--- config.mk ---
export PLATFORM = sky130hd
export DESIGN_NAME = integer_to_ascii_formatter_top
export DESIGN_NICKNAME = d
export VERILOG_FILES = /design/src/rtl/core/ifmt_pkg.sv /design/src/rtl/core/ifmt_datapath.sv /design/src/rtl/core/ifmt_ctrl.sv /design/src/rtl/core/integer_to_ascii_formatter_top.sv
export SDC_FILE = /design/constraint.sdc
export NUM_CORES = 1
export LEC_CHECK = 0
export ABC_CLOCK_PERIOD_IN_PS = 5800
export BUFFER_PORTS_ARGS = -buffer_cell sky130_fd_sc_hd__buf_2
export CORE_MARGIN = 2
export CORE_UTILIZATION = 56
export CTS_CLUSTER_DIAMETER = 150
export DETAILED_ROUTE_END_ITERATION = 12
export GPL_ROUTABILITY_DRIVEN = 0
export PLACE_DENSITY = 0.86
export SETUP_SLACK_MARGIN = 0.3
export SLEW_MARGIN = 0
export SYNTH_ARGS = -nofsm -noshare
export SYNTH_HDL_FRONTEND = slang
export SYNTH_SLANG_ARGS = --single-unit
--- constraint.sdc ---
create_clock -name clock -period 5.8 [get_ports clock]
set_clock_uncertainty 0.05 [all_clocks]
set_input_delay 0.58 -clock clock [delete_from_list [all_inputs] [get_ports clock]]
set_output_delay 0.58 -clock clock [all_outputs]
set_load 0.1 [all_outputs]
--- src/rtl/core/ifmt_pkg.sv ---
// Shared types and constants for the integer-to-ASCII formatter.
// Holds the mode codes, character selects and the controller/datapath
// command and status structs. No dependencies.
package ifmt_pkg;

   localparam int VALUE_W   = 64;
   localparam int MODE_W    = 2;
   localparam int CHAR_W    = 8;
   localparam int DIGIT_W   = 4;
   localparam int DIGITS    = 20;
   localparam int BCD_W     = DIGITS * DIGIT_W;
   localparam int HEX_DIGITS = VALUE_W / DIGIT_W;
   localparam int CNT_W     = 5;
   localparam int STEP_W    = 6;

   localparam logic [MODE_W-1:0] MODE_HEX      = 2'd0;
   localparam logic [MODE_W-1:0] MODE_UNSIGNED = 2'd1;
   localparam logic [MODE_W-1:0] MODE_SIGNED   = 2'd2;

   localparam logic [CHAR_W-1:0] ASCII_ZERO  = 8'h30;
   localparam logic [CHAR_W-1:0] ASCII_UPPER_A = 8'h41;
   localparam logic [CHAR_W-1:0] ASCII_X     = 8'h78;
   localparam logic [CHAR_W-1:0] ASCII_MINUS = 8'h2D;

   typedef enum logic [1:0] {
      SEL_ZERO,
      SEL_X,
      SEL_MINUS,
      SEL_DIGIT
   } char_sel_type;

   typedef struct packed {
      logic         load;
      logic         step;
      logic         shift;
      logic         out_load;
      logic         out_last;
      char_sel_type out_sel;
   } cmd_type;

   typedef struct packed {
      logic is_hex;
      logic is_neg;
      logic top_zero;
      logic cnt_one;
      logic step_last;
   } status_type;

   // Maps one digit to its ASCII glyph from "0123456789ABCDEF".
   function automatic logic [CHAR_W-1:0] glyph(input logic [DIGIT_W-1:0] d);
      logic [CHAR_W-1:0] ext;
      ext = {{(CHAR_W-DIGIT_W){1'b0}}, d};
      if (d < 4'd10) begin
         glyph = ASCII_ZERO + ext;
      end else begin
         glyph = ASCII_UPPER_A + ext - 8'd10;
      end
   endfunction

endpackage

--- src/rtl/core/ifmt_datapath.sv ---
// Datapath of the integer-to-ASCII formatter: binary and digit registers,
// shift-add-3 decimal conversion, digit counter and output payload register.
// Depends on ifmt_pkg.
module ifmt_datapath (
   input  logic                           clock,
   input  logic [ifmt_pkg::VALUE_W-1:0]   req_value,
   input  logic [ifmt_pkg::MODE_W-1:0]    req_mode,
   input  ifmt_pkg::cmd_type              cmd,
   output ifmt_pkg::status_type           status,
   output logic [ifmt_pkg::CHAR_W-1:0]    rsp_character,
   output logic                           rsp_last
);
   import ifmt_pkg::*;

   logic [VALUE_W-1:0] bin_ff;
   logic [BCD_W-1:0]   bcd_ff;
   logic [CNT_W-1:0]   cnt_ff;
   logic [STEP_W-1:0]  step_ff;
   logic               hex_ff;
   logic               neg_ff;
   logic [CHAR_W-1:0]  char_ff;
   logic               last_ff;

   logic [BCD_W-1:0]   adj;
   logic [VALUE_W-1:0] mag;
   logic               hex_in;
   logic               neg_in;
   logic [DIGIT_W-1:0] top_digit;
   logic [CHAR_W-1:0]  char_in;

   assign hex_in    = (req_mode == MODE_HEX);
   assign neg_in    = (req_mode == MODE_SIGNED) && req_value[VALUE_W-1];
   assign mag       = neg_in ? (VALUE_W'(0) - req_value) : req_value;
   assign top_digit = bcd_ff[BCD_W-1 -: DIGIT_W];

   // Every decimal digit of five or more gets three added before the shift.
   always_comb begin
      for (int i = 0; i < DIGITS; i++) begin
         if (bcd_ff[i*DIGIT_W +: DIGIT_W] >= 4'd5) begin
            adj[i*DIGIT_W +: DIGIT_W] = bcd_ff[i*DIGIT_W +: DIGIT_W] + 4'd3;
         end else begin
            adj[i*DIGIT_W +: DIGIT_W] = bcd_ff[i*DIGIT_W +: DIGIT_W];
         end
      end
   end

   always_comb begin
      unique case (cmd.out_sel)
         SEL_ZERO:  char_in = ASCII_ZERO;
         SEL_X:     char_in = ASCII_X;
         SEL_MINUS: char_in = ASCII_MINUS;
         SEL_DIGIT: char_in = glyph(top_digit);
         default:   char_in = ASCII_ZERO;
      endcase
   end

   always_ff @(posedge clock) begin
      if (cmd.load) begin
         bin_ff  <= mag;
         step_ff <= '0;
         hex_ff  <= hex_in;
         neg_ff  <= neg_in;
         if (hex_in) begin
            // Hex digits are the value's nibbles, aligned to the top.
            bcd_ff <= {req_value, {(BCD_W-VALUE_W){1'b0}}};
            cnt_ff <= CNT_W'(HEX_DIGITS);
         end else begin
            bcd_ff <= '0;
            cnt_ff <= CNT_W'(DIGITS);
         end
      end else if (cmd.step) begin
         bcd_ff  <= {adj[BCD_W-2:0], bin_ff[VALUE_W-1]};
         bin_ff  <= {bin_ff[VALUE_W-2:0], 1'b0};
         step_ff <= step_ff + STEP_W'(1);
      end else if (cmd.shift) begin
         bcd_ff <= {bcd_ff[BCD_W-DIGIT_W-1:0], {DIGIT_W{1'b0}}};
         cnt_ff <= cnt_ff - CNT_W'(1);
      end
      if (cmd.out_load) begin
         char_ff <= char_in;
         last_ff <= cmd.out_last;
      end
   end

   assign status.is_hex    = hex_ff;
   assign status.is_neg    = neg_ff;
   assign status.top_zero  = (top_digit == '0);
   assign status.cnt_one   = (cnt_ff == CNT_W'(1));
   assign status.step_last = &step_ff;

   assign rsp_character = char_ff;
   assign rsp_last      = last_ff;

endmodule

--- src/rtl/core/ifmt_ctrl.sv ---
// Controller of the integer-to-ASCII formatter: sequences conversion,
// leading-zero skipping, prefix and digit output, and owns rsp_valid.
// Depends on ifmt_pkg.
module ifmt_ctrl (
   input  logic                 clock,
   input  logic                 reset,
   input  logic                 req_valid,
   output logic                 req_stall,
   output logic                 rsp_valid,
   input  logic                 rsp_stall,
   input  ifmt_pkg::status_type status,
   output ifmt_pkg::cmd_type    cmd
);
   import ifmt_pkg::*;

   typedef enum logic [2:0] {
      ST_IDLE,
      ST_CONV,
      ST_SKIP,
      ST_PFX0,
      ST_PFX1,
      ST_SIGN,
      ST_DIGITS
   } state_type;

   state_type state_ff, state_in;
   logic      rsp_valid_ff;
   logic      out_free;

   assign req_stall = (state_ff != ST_IDLE);
   assign rsp_valid = rsp_valid_ff;
   // The output register can take a character when empty or being emptied.
   assign out_free  = !rsp_valid_ff || !rsp_stall;

   always_comb begin
      cmd      = '{load: 1'b0, step: 1'b0, shift: 1'b0, out_load: 1'b0,
                   out_last: 1'b0, out_sel: SEL_DIGIT};
      state_in = state_ff;
      unique case (state_ff)
         ST_IDLE: begin
            if (req_valid) begin
               cmd.load = 1'b1;
               state_in = ST_CONV;
            end
         end
         ST_CONV: begin
            if (status.is_hex) begin
               state_in = ST_SKIP;
            end else begin
               cmd.step = 1'b1;
               if (status.step_last) begin
                  state_in = ST_SKIP;
               end
            end
         end
         ST_SKIP: begin
            priority if (status.top_zero && !status.cnt_one) begin
               cmd.shift = 1'b1;
            end else if (status.is_hex) begin
               state_in = ST_PFX0;
            end else if (status.is_neg) begin
               state_in = ST_SIGN;
            end else begin
               state_in = ST_DIGITS;
            end
         end
         ST_PFX0: begin
            if (out_free) begin
               cmd.out_load = 1'b1;
               cmd.out_sel  = SEL_ZERO;
               state_in     = ST_PFX1;
            end
         end
         ST_PFX1: begin
            if (out_free) begin
               cmd.out_load = 1'b1;
               cmd.out_sel  = SEL_X;
               state_in     = ST_DIGITS;
            end
         end
         ST_SIGN: begin
            if (out_free) begin
               cmd.out_load = 1'b1;
               cmd.out_sel  = SEL_MINUS;
               state_in     = ST_DIGITS;
            end
         end
         ST_DIGITS: begin
            if (out_free) begin
               cmd.out_load = 1'b1;
               cmd.out_sel  = SEL_DIGIT;
               cmd.shift    = 1'b1;
               cmd.out_last = status.cnt_one;
               if (status.cnt_one) begin
                  state_in = ST_IDLE;
               end
            end
         end
         default: state_in = ST_IDLE;
      endcase
   end

   always_ff @(posedge clock) begin
      if (reset) begin
         state_ff     <= ST_IDLE;
         rsp_valid_ff <= 1'b0;
      end else begin
         state_ff <= state_in;
         if (cmd.out_load) begin
            rsp_valid_ff <= 1'b1;
         end else if (!rsp_stall) begin
            rsp_valid_ff <= 1'b0;
         end
      end
   end

endmodule

--- src/rtl/core/integer_to_ascii_formatter_top.sv ---
// Top level of the integer-to-ASCII formatter: joins controller and datapath.
// Depends on ifmt_pkg, ifmt_ctrl and ifmt_datapath.
//
//   Channel  Direction  Handshake            Payload
//   req      in         req_valid/req_stall  req_value[63:0], req_mode[1:0]
//   rsp      out        rsp_valid/rsp_stall  rsp_character[7:0], rsp_last
//
// Decimal requests are loaded, converted by shift-add-3 over the 64 value bits, then have
// their leading zeros suppressed before the optional sign and the digits are output.
// Hex requests skip conversion: load, the same zero skipping, then the prefix and characters.
// Reset idles the controller and empties the output register.
// The next request is taken while the final character still waits on rsp_stall.
module integer_to_ascii_formatter_top (
   input  logic                          clock,
   input  logic                          reset,
   input  logic                          req_valid,
   output logic                          req_stall,
   input  logic [ifmt_pkg::VALUE_W-1:0]  req_value,
   input  logic [ifmt_pkg::MODE_W-1:0]   req_mode,
   output logic                          rsp_valid,
   input  logic                          rsp_stall,
   output logic [ifmt_pkg::CHAR_W-1:0]   rsp_character,
   output logic                          rsp_last
);
   import ifmt_pkg::*;

   cmd_type    cmd;
   status_type status;

   ifmt_ctrl u_ctrl (
      .clock     (clock),
      .reset     (reset),
      .req_valid (req_valid),
      .req_stall (req_stall),
      .rsp_valid (rsp_valid),
      .rsp_stall (rsp_stall),
      .status    (status),
      .cmd       (cmd)
   );

   ifmt_datapath u_datapath (
      .clock         (clock),
      .req_value     (req_value),
      .req_mode      (req_mode),
      .cmd           (cmd),
      .status        (status),
      .rsp_character (rsp_character),
      .rsp_last      (rsp_last)
   );

   // A request being taken always makes the block busy in the next cycle.
   a_busy_after_accept: assert property (@(posedge clock) disable iff (reset)
      req_valid && !req_stall |=> req_stall)
      else $error("block not busy after accepting a request");

   // A non-final character can only be pending while its request is still in work.
   a_busy_mid_text: assert property (@(posedge clock) disable iff (reset)
      rsp_valid && !rsp_last |-> req_stall)
      else $error("block idle while text incomplete");

   a_reset_clears: assert property (@(posedge clock)
      reset |=> !rsp_valid && !req_stall)
      else $error("reset did not clear control state");

endmodule

==> results.toml <==
[clock_tree]
cts_tree = "yes"
clockBufferDepth = 2
htreeDepth = 4
ctsResizeCount = 0
holdBufCountCts = 0
clock_sinks = 169
clk_pin_slew_ns = 0.06
numCtsBuffers = 17
postCtsSetupBuffers = 0
clk_latency_ns = 0.44
root_buffer = "clkbuf_16"

[worst_setup_path]
rrSetupSlack_ns = 2.39
worstSetupPathType = "flip-flop to flip-flop"
worstSetupEndpointType = "flip-flop"
worst_r2r_path_depth = 8
reg2reg_from = "u_ctrl.state_ff[0]"
path_max_fanout = 50
timing.rr.end = "u_datapath.bcd_ff[44]"
cp.arrival_ns = 3.53
start_kind = "flip-flop"
required_ns = 5.92

[power]
seq_power_share_pct = 41.2
p_clk_share_pct = 16.9
power.total_mw = 6.85
power_density_nw_per_um2 = 581
p_comb_share_pct = 41.9
ir_drop_mv = 0.275
p_switching_mw = 2.80
swShare_pct = 40.9
internal_power_mw = 4.04
leakage_nw = 4.29

[logic_synthesis]
ys_seq_elements = 169
synth_area_um2 = 10600
synth_cells = 1132
avgSynthCellArea_um2 = 9.40
synthesis.nets = 1247
ys.flop_type = "edfxtp_1"
synth.distinct_cells = 56
synth_top_area_share_pct = 44.9
synthTopCellsByArea = "edfxtp_1 45%, o21ai_0 6.3%, a21oi_1 5.7%"
yosysMostFrequentCell = "edfxtp_1"
synthTopCellsByCount = "159 x edfxtp_1, 133 x o21ai_0, 122 x a21oi_1"
ys_seq_area_share_pct = 46.7
synth_edf_count = 159
synth_area_leader_cell = "edfxtp_1"
async_reset_ff_share_pct = 0
yosysWarnings = 0

[timing]
hold_viol = 0
worst_pin_slew_ns = 1.15
relSlewSlack_pct = 23.6
setup_viol = 0
setup-tns-final_ns = 0
rsz0062_at_grt = "no"
drv_slew = 0
min_period_ns = 3.41
fmax_ghz = 0.294
finalCritPeriodShare_pct = 58.7

[routing]
drt_first_pass_iters = 7
routed.top_layer = "met4"
routedWlPerCell_um = 17.1
drc = 0
drtAntennaViolNets = 0
wl_met1_mm = 10.4
viasPerCell = 6.19
met2WireLength_mm = 11.6
drtIter0Drc = 1042
dr_wl_met3_mm = 1.75
postRouteWirelength_mm = 24.4
via_count = 8869

[floorplan]
initial_utilization_pct = 56.9
die_h_um = 142
io_pins = 81
die_area_um2 = 20100
die_w_um = 142
fp-row-count = 50
core_um2 = 18700

[finish]
synthToLayoutAreaGrowth_pct = 10.7
final_cells = 1432
drive_gt1_share_pct = 11.4
fill_cells = 1441
finalNetCount = 1297

[place]
placed_cells = 1397
io_buffers = 79
dp_hpwl_mm = 16.3

[run_status]
outcome = "completed"

[worst_hold_path]
hp-class = "input port to flip-flop"
holdPathEnd = "u_ctrl.state_ff[2]"
worstHoldPathCells = 2
min_from = "reset"

[global_route]
grt_pass1_wl_mm = 40.7
grt.overflow.total = 0
grt_usage_pct = 25.1
antenna_found_initial = 3
grt_max_degree = 95
grt_pass1_vias = 8292

[run]
maxCapViolCount = 0
[kinds of logic (layout without fill, tap and decap cells)]
logic type	after synthesis	count (layout)	synth area share, %
AO/OA/AOI/OAI	381	381	20.0
XOR/XNOR	90	90	7.41
adder cells (fa/ha/maj)	45	45	5.29
buffers and inverters	108	171	4.00
flip-flops	169	169	46.7
multiplexers	2	2	0.188
other	1	4	0.0352
AND/OR/NAND/NOR	336	336	16.3
[layout make-up]
cell class	count	area [um^2]	area share [%]
tap	234	293	2.48
multi-input combinational	855	5270	44.7
antenna	3	7.51	0.0637
timing repair buffer	85	440	3.74
clock inverter	10	119	1.01
sequential	169	4970	42.2
clock buffer	22	474	4.02
inverter	54	203	1.72
[how the worst max path moves through the flow]
stage                             startpoint                    end  slack, ns
after detailed placement  u_ctrl.state_ff[0]  u_datapath.bcd_ff[44]       2.40
after CTS                 u_ctrl.state_ff[0]  u_datapath.bcd_ff[48]       2.40
after floorplan             u_ctrl.rsp_valid   u_datapath.bcd_ff[0]       1.66
final                     u_ctrl.state_ff[0]  u_datapath.bcd_ff[44]       2.39
after global routing      u_ctrl.state_ff[0]  u_datapath.bcd_ff[44]       2.07
after global placement          req_value[1]  u_datapath.bin_ff[49]       2.52
[routing by layer]
layer,track usage (%),vias to the layer above
met5,0,-
met4,10.9,0
met3,4.79,52
met2,39.7,385
met1,34.0,4197
li1,-,4235
[cell usage in the layout (no fill, tap or decap), drive strengths merged, types with 15 or more instances in the layout]
cell type	instances
edfxtp	159
xor2	23
xnor2	67
a21oi	122
clkbuf	22
ha	45
nor4	17
buf	85
nor3	30
nor3b	34
o21ai	174
nand2b	19
inv	55
nand3	15
nor2	88
a22oi	53
nand2	93
[flip-flops by register name, indices dropped and copies added, names as in the netlist]
signal,cells
u_datapath.step_ff,6
u_datapath.neg_ff,1
u_ctrl.state_ff,3
u_datapath.bcd_ff,80
u_datapath.hex_ff,1
u_datapath.bin_ff,64
u_datapath.cnt_ff,5
u_ctrl.rsp_valid,1
u_datapath.rsp_last,1
u_datapath.rsp_character,7
[power by group through the flow]
stage	logic (mW)	registers [mW]	clock network, mW
finish	2.87	2.82	1.16
global route	3.28	2.91	1.21
CTS	2.87	2.80	1.16
detailed placement	2.84	2.81	0
global placement	2.72	2.79	0
floorplan	2.17	2.81	0
[through the flow]
step                      worst slack, ns  hold slack [ns]  utilization (%)  area [um^2]
after floorplan                      1.66            0.403                -        10600
after global placement               2.52            0.419             59.8        11200
after detailed placement             2.40            0.430             59.8        11200
after CTS                            2.40            0.294             63.0        11800
after global routing                 2.07            0.302             63.0        11800
final                                2.39            0.312             63.0        11800
[critical path, stage by stage, from the launching register on]
cell     delay [ns]
dfxtp_1        0.44
or2_1          0.38
nor2_1         0.26
nand2_4        0.33
inv_2          0.32
nor2_4         0.07
inv_2          0.57
buf_4          0.57
o21ai_1        0.11
(Power assumes the default switching activity.)
